## src/rtl/core/jse_pkg.sv

```systemverilog
`default_nettype none
package jse_pkg;
  localparam int unsigned StackDepth = 32;
  localparam int unsigned LocalCount = 256;
  localparam int unsigned SpW = $clog2(StackDepth + 1);
  localparam int unsigned SaW = $clog2(StackDepth);
  localparam int unsigned LaW = $clog2(LocalCount);

  localparam logic [7:0] OpIconstM1 = 8'h02;
  localparam logic [7:0] OpIconst0 = 8'h03;
  localparam logic [7:0] OpIconst1 = 8'h04;
  localparam logic [7:0] OpIconst2 = 8'h05;
  localparam logic [7:0] OpIconst3 = 8'h06;
  localparam logic [7:0] OpIconst5 = 8'h08;
  localparam logic [7:0] OpBipush = 8'h10;
  localparam logic [7:0] OpSipush = 8'h11;
  localparam logic [7:0] OpLdc = 8'h12;
  localparam logic [7:0] OpLdc2W = 8'h14;
  localparam logic [7:0] OpIload = 8'h15;
  localparam logic [7:0] OpIload1 = 8'h1B;
  localparam logic [7:0] OpIload3 = 8'h1D;
  localparam logic [7:0] OpAload0 = 8'h2A;
  localparam logic [7:0] OpIstore = 8'h36;
  localparam logic [7:0] OpIstore1 = 8'h3C;
  localparam logic [7:0] OpIstore2 = 8'h3D;
  localparam logic [7:0] OpIstore3 = 8'h3E;
  localparam logic [7:0] OpDup = 8'h59;
  localparam logic [7:0] OpIadd = 8'h60;
  localparam logic [7:0] OpIsub = 8'h64;
  localparam logic [7:0] OpImul = 8'h68;
  localparam logic [7:0] OpIdiv = 8'h6C;
  localparam logic [7:0] OpIrem = 8'h70;
  localparam logic [7:0] OpReturn = 8'hB1;
  localparam logic [7:0] OpGetstatic = 8'hB2;
  localparam logic [7:0] OpNew = 8'hBB;

  typedef enum logic [2:0] {
    StOk = 3'd0, StRet = 3'd1, StBad = 3'd2, StUnder = 3'd3, StOver = 3'd4, StDivZero = 3'd5
  } status_e;

  typedef enum logic [2:0] {
    ActPush, ActBin, ActStore, ActDup, ActNop, ActRet, ActBad
  } act_e;

  // Controller to datapath.
  typedef struct packed {
    logic    latch;     // capture the input item and decode it
    logic    exec;      // evaluate checks, start the divider if needed
    logic    commit;    // write back and form the result
    logic    clr_step;  // local clearing sweep step
  } ctrl_t;

  // Datapath to controller.
  typedef struct packed {
    logic    div_busy;
    logic    clr_done;
  } stat_t;
endpackage
`default_nettype wire

```

## src/rtl/core/jse_ctrl.sv

```systemverilog
`default_nettype none
module jse_ctrl (
  input  wire logic           clk_i,
  input  wire logic           rst_ni,
  input  wire logic           in_valid_i,
  output      logic           in_ready_o,
  output      logic           out_valid_o,
  input  wire logic           out_ready_i,
  output      jse_pkg::ctrl_t ctrl_o,
  input  wire jse_pkg::stat_t stat_i
);
  localparam logic [2:0] SClear = 3'd0;
  localparam logic [2:0] SIdle = 3'd1;
  localparam logic [2:0] SRead = 3'd2;
  localparam logic [2:0] SExec = 3'd3;
  localparam logic [2:0] SDiv = 3'd4;
  localparam logic [2:0] SCommit = 3'd5;
  localparam logic [2:0] SSettle = 3'd6;
  localparam logic [2:0] SOut = 3'd7;

  logic [2:0] state_q, state_d;

  always_comb begin
    state_d = state_q;
    ctrl_o = '0;
    in_ready_o = 1'b0;
    out_valid_o = 1'b0;
    unique case (state_q)
      SClear: begin
        ctrl_o.clr_step = !stat_i.clr_done;
        if (stat_i.clr_done) state_d = SIdle;
      end
      SIdle: begin
        in_ready_o = 1'b1;
        ctrl_o.latch = in_valid_i;
        if (in_valid_i) state_d = SRead;
      end
      SRead: begin
        state_d = SExec;
      end
      SExec: begin
        ctrl_o.exec = 1'b1;
        state_d = SDiv;
      end
      SDiv: if (!stat_i.div_busy) state_d = SCommit;
      SCommit: begin
        ctrl_o.commit = 1'b1;
        state_d = SSettle;
      end
      SSettle: state_d = SOut;
      SOut: begin
        out_valid_o = 1'b1;
        if (out_ready_i) state_d = SIdle;
      end
      default: state_d = SIdle;
    endcase
  end

  always_ff @(posedge clk_i or negedge rst_ni) begin
    if (!rst_ni) state_q <= SClear;
    else state_q <= state_d;
  end
endmodule
`default_nettype wire

```

## config.mk

```make
export PLATFORM = sky130hd
export DESIGN_NAME = jse_ctrl
export DESIGN_NICKNAME = d
export VERILOG_FILES = /design/src/rtl/core/jse_pkg.sv /design/src/rtl/core/jse_ctrl.sv
export SDC_FILE = /design/constraint.sdc
export NUM_CORES = 1
export LEC_CHECK = 0
export BUFFER_PORTS_ARGS = -buffer_cell sky130_fd_sc_hd__buf_2
export CAP_MARGIN = 5
export CORE_AREA = 2 2 39 41
export CTS_CLUSTER_SIZE = 24
export DETAILED_ROUTE_END_ITERATION = 10
export DIE_AREA = 0 0 41 43
export PLACE_DENSITY = 0.42
export SETUP_SLACK_MARGIN = 0.02
export SYNTH_ARGS = -nofsm -noshare
export SYNTH_HDL_FRONTEND = slang
export SYNTH_SLANG_ARGS = --single-unit
```

## constraint.sdc

```tcl
create_clock -name clk_i -period 0.95 [get_ports clk_i]
set_input_delay 0.19 -clock clk_i [delete_from_list [all_inputs] [get_ports clk_i]]
set_output_delay 0.19 -clock clk_i [all_outputs]
set_load 0.02 [all_outputs]
```

# == Yosys cells after proc, flatten, opt, wreduce, memory -nomap -nowiden ==
# Cells that the tools add are included.
# word_totals
reg_bits,3
input_bits,6
word_cells,26
# classes
eq_ne,11
n_mux,11
reduce_logical,3
# op_table
op,n
3-bit one-hot mux with 8 select lines,1
3-bit == test (second input constant),4
3-bit 2-to-1 mux,4
2-bit inequality test (second input constant),4
3-bit by 2-bit == test with 1-bit output (second input constant),2
1-bit 2-to-1 mux,6
4-bit AND reduction,1
3-bit by 1-bit == test with 1-bit output (second input constant),1
3-bit logical NOT,1
1-bit logical NOT,1

# == Depth between registers and ports, before layout ==
# depth
ltp_word,3
depth_mapped,4

# == Worst setup path before layout ==
# OpenSTA, ideal clock, no wires.
# synth_path
kind,reg-to-output
from,register state_q[2]
to,output ctrl_o[0] in the netlist's numbering
arrival_ps,1239
required_ps,760
slack_ps,-479
path_stages_with_launch,3
n_path_buf,1
path_cell_list,dfrtp_1 -> buf_2 -> nor4_1
# synth_lines
item,line,text
from (decl),jse_ctrl.sv:21,"logic [2:0] state_q, state_d;"
from (signal assigned),jse_ctrl.sv:60,if (!rst_ni) state_q <= SClear;
from (signal assigned),jse_ctrl.sv:61,else state_q <= state_d;
to (decl),jse_ctrl.sv:9,"output jse_pkg::ctrl_t ctrl_o,"

==> out/summary.txt <==
=================================================================================================
Cell-internal power                                                                       1.09 mW
Inserted Clock Buffers                                                                          3
Ports                                                                                          12
Final HPWL DP                                                                              369 um
Synth Area per Inst                                                                     8.92 um^2
Pwr Total                                                                                 1.76 mW
Initial standard-cell utilization of the core                                               0.148
Number of vias after detailed routing                                                         253
Height of the die                                                                           43 um
Maximum number of pins on one net before global-route repair                                    9
Number of max-slew violations in the final report                                               0
Part of the total power dissipated in sequential elements                                   0.191
Number of levels in the clock H-tree                                                            1
Clock sink count                                                                                3
Area of the mapped netlist                                                               205 um^2
DRC violations left                                                                             0
Yosys warns                                                                                     0
Fraction of final layout cells with drive strength greater than 1                           0.813
Startpoint-to-endpoint class of the critical path                                    register to output pin
Met1 demand-to-capacity share in global routing                                            0.0935
Number of stages on the worst hold path                                                         2
Slew at the pin with the worst max-slew slack                                            0.184 ns
Final WS setup                                                                          -0.411 ns
Worst Hold Class                                                                     input pin to register
Ratio of routed vias to standard cells                                                       3.95
Ordered cell list for the critical path                                              nor3b_4 > and2_4 > buf_6
Number of global-route vias before repair                                                     214
Clock tree from TritonCTS                                                                    done
Die width                                                                                   41 um
Static power due to leakage                                                              0.239 nW
Layout-stage area growth over the synthesis result                                           147%
CTS clock-pin slew for the worst setup and hold paths                                     0.04 ns
Cell at the slowest stage of the critical path                                            dfrtp_2
Crit path DAT                                                                             1.17 ns
Yosys reg bits                                                                                  3
Most common library cell in the layout ignoring fill and taps                               buf_6
Final clock skew                                                                      0.000407 ns
Placed cells                                                                                   51
Final cycle utilization of the critical path                                                 1.43
Count of input and output buffers                                                              11
Violation count after the first detailed-route iteration                                        4
Critical Path Sink Type                                                                output pin
Number of inserted filler cells in the final layout                                           149
Max-cap violations                                                                              0
Post-Route Utilization                                                                      0.366
Site Rows                                                                                      14
Biggest registers after layout                                                        state_q (3)
Final antenna diode count                                                                       0
Number of buffers on the longest clock path                                                     2
Met3 routing resource usage after global routing                                           0.0471
NetSw                                                                                    0.671 mW
Pwr dens                                                                             3480 mW/mm^2
Placement Setup Slack                                                                   -0.226 ns
Worst vdd rail ir drop                                                                    1.32 mV
Result of the run                                                                    finished, violations left
Average detailed-routed wire length per instance                                          9.30 um
Overflow after GRT                                                                              0
First-pass GRT wire length                                                                 897 um
Setup Viol. Count Final                                                                         9
Violated checks                                                                      setup timing
Final #Nets                                                                                    55
Worst stage delay on the critical path                                                    0.45 ns
Final routed wirelength across all metal layers                                            595 um
Number of nets in the synthesized netlist                                                      29
Die outline area                                                                     0.00176 mm^2
Critical path buffer and inverter count                                                         1
TritonRoute pass-1 iters                                                                        2
ANT nets after route                                                                            0
Top Usage Layer GRT                                                                          met4
Proportion of total power due to net switching                                              0.381
Depth of the most critical reg-to-reg path                                                      4
Setup repair after global routing missed its margin                                          true
Number of flip-flops in the largest register                                                    3
Root Driver                                                                              clkbuf_4
GRT met2 Usage                                                                             0.0969
Setup crit start kind                                                                    register
Crit-path leading delay family                                                         flip-flops
CP Data Required Time                                                                     0.76 ns
Final critical delay including setup and external delays                                  1.36 ns
Gp weighted congestion                                                                      0.678
Number of cells on the critical path                                                            3
FMAX                                                                                    0.735 GHz
Count of non-filler cells in the finished layout                                               64
Number of distinct library cell variants in the gate-level netlist after synthesis             15
Biggest fanout along the worst timing path                                                      5
Comb power frac                                                                             0.679
Antenna violations before repair                                                                0
Most frequent cells in the layout                                                    buf_6 (8), buf_4 (7), buf_2 (5)
Clock network fraction of total power                                                       0.130
Clk_lat worst skew                                                                        0.24 ns
Most flop-heavy register                                                                  state_q
Register area share after synthesis                                                         0.366
Global router's overall resource usage                                                     0.0844
Final hold viol count                                                                           0
Std-Cell Core Area                                                                   0.00138 mm^2
Relative slew margins                                                                       0.877
Post-Syn Instances                                                                             23
=================================================================================================
final cells by class:
cell class / instances / area (um^2) / share of cell area
timing repair buffer: 22 / 198 / 0.390
multi-input combinational: 16 / 173 / 0.341
sequential: 3 / 78.8 / 0.156
clock buffer: 4 / 26.3 / 0.0519
tap: 16 / 20.0 / 0.0395
inverter: 3 / 11.3 / 0.0222
routing by layer:
| metal | share of wire | vias to the layer above |
|---|---|---|
| met5 | 0 | - |
| met2 | 0.57 | 5 |
| met3 | 0.037 | 0 |
| met1 | 0.39 | 118 |
| li1 | - | 130 |
| met4 | 0 | 0 |
stage by stage:
stage          hold WS [ns]  setup TNS, ns  instance area, um^2
2_1_floorplan        -0.106         -0.794                  244
3_3_place_gp        -0.0106          -1.34                  335
3_5_place_dp       -0.00797          -1.32                  335
4_1_cts               0.207          -2.89                  445
5_1_grt               0.209          -3.07                  507
6_report              0.205          -2.62                  507
power groups by stage:
stage	registers (mW)	logic, mW	clock network (mW)
final	0.337	1.20	0.229
after global routing	0.354	1.28	0.248
after CTS	0.328	0.982	0.236
after detailed placement	0.350	0.665	0
after global placement	0.352	0.675	0
after floorplan	0.319	0.482	0
kinds of logic after synthesis:
family	synth area share
flip-flops	0.366
AO/OA/AOI/OAI	0.140
AND/OR/NAND/NOR	0.311
multiplexers	0.104
buffers and inverters	0.0792
final timing paths:
kind	slack, ns	endpoint	start
max	-0.41	ctrl_o[3]	state_q[1]$_DFFE_PN0P_
min	0.21	state_q[0]$_DFFE_PN0P_	in_valid_i
max reg2reg	-0.15	state_q[0]$_DFFE_PN0P_	state_q[2]$_DFFE_PN0P_
min reg2reg	0.65	state_q[0]$_DFFE_PN0P_	state_q[1]$_DFFE_PN0P_
max in group asynchronous	0.55	state_q[1]$_DFFE_PN0P_	rst_ni
min in group asynchronous	0.28	state_q[2]$_DFFE_PN0P_	rst_ni
synth_stat cells:
master | count | share of area
o21ai_0 | 4 | 0.098
dfrtp_1 | 3 | 0.37
inv_1 | 3 | 0.055
nand2_1 | 2 | 0.037
and2_1 | 1 | 0.031
and3_2 | 1 | 0.037
buf_2 | 1 | 0.024
mux2_2 | 1 | 0.055
mux2i_1 | 1 | 0.049
nor2_1 | 1 | 0.018
nor2b_1 | 1 | 0.031
nor3b_1 | 1 | 0.037
nor3b_4 | 1 | 0.091
nor4_1 | 1 | 0.031
o221ai_1 | 1 | 0.043
worst reg2reg max path, delay by kind of cell (launching register included):
family / cells / cell delay, ns
buffers and inverters: 2 / 0.26
AO/OA/AOI/OAI: 1 / 0.11
flip-flops: 1 / 0.43
multiplexers: 1 / 0.18
what timing repair did:
action	4_1_cts	5_1_grt
endpoints found under the setup margin	9	9
endpoints found under the hold margin	3	0
pin swaps	5	4
hold buffers	1	0
buffers inserted	6	3
gates resized for setup	14	10
No activity file was read; power rests on OpenSTA's default activity.
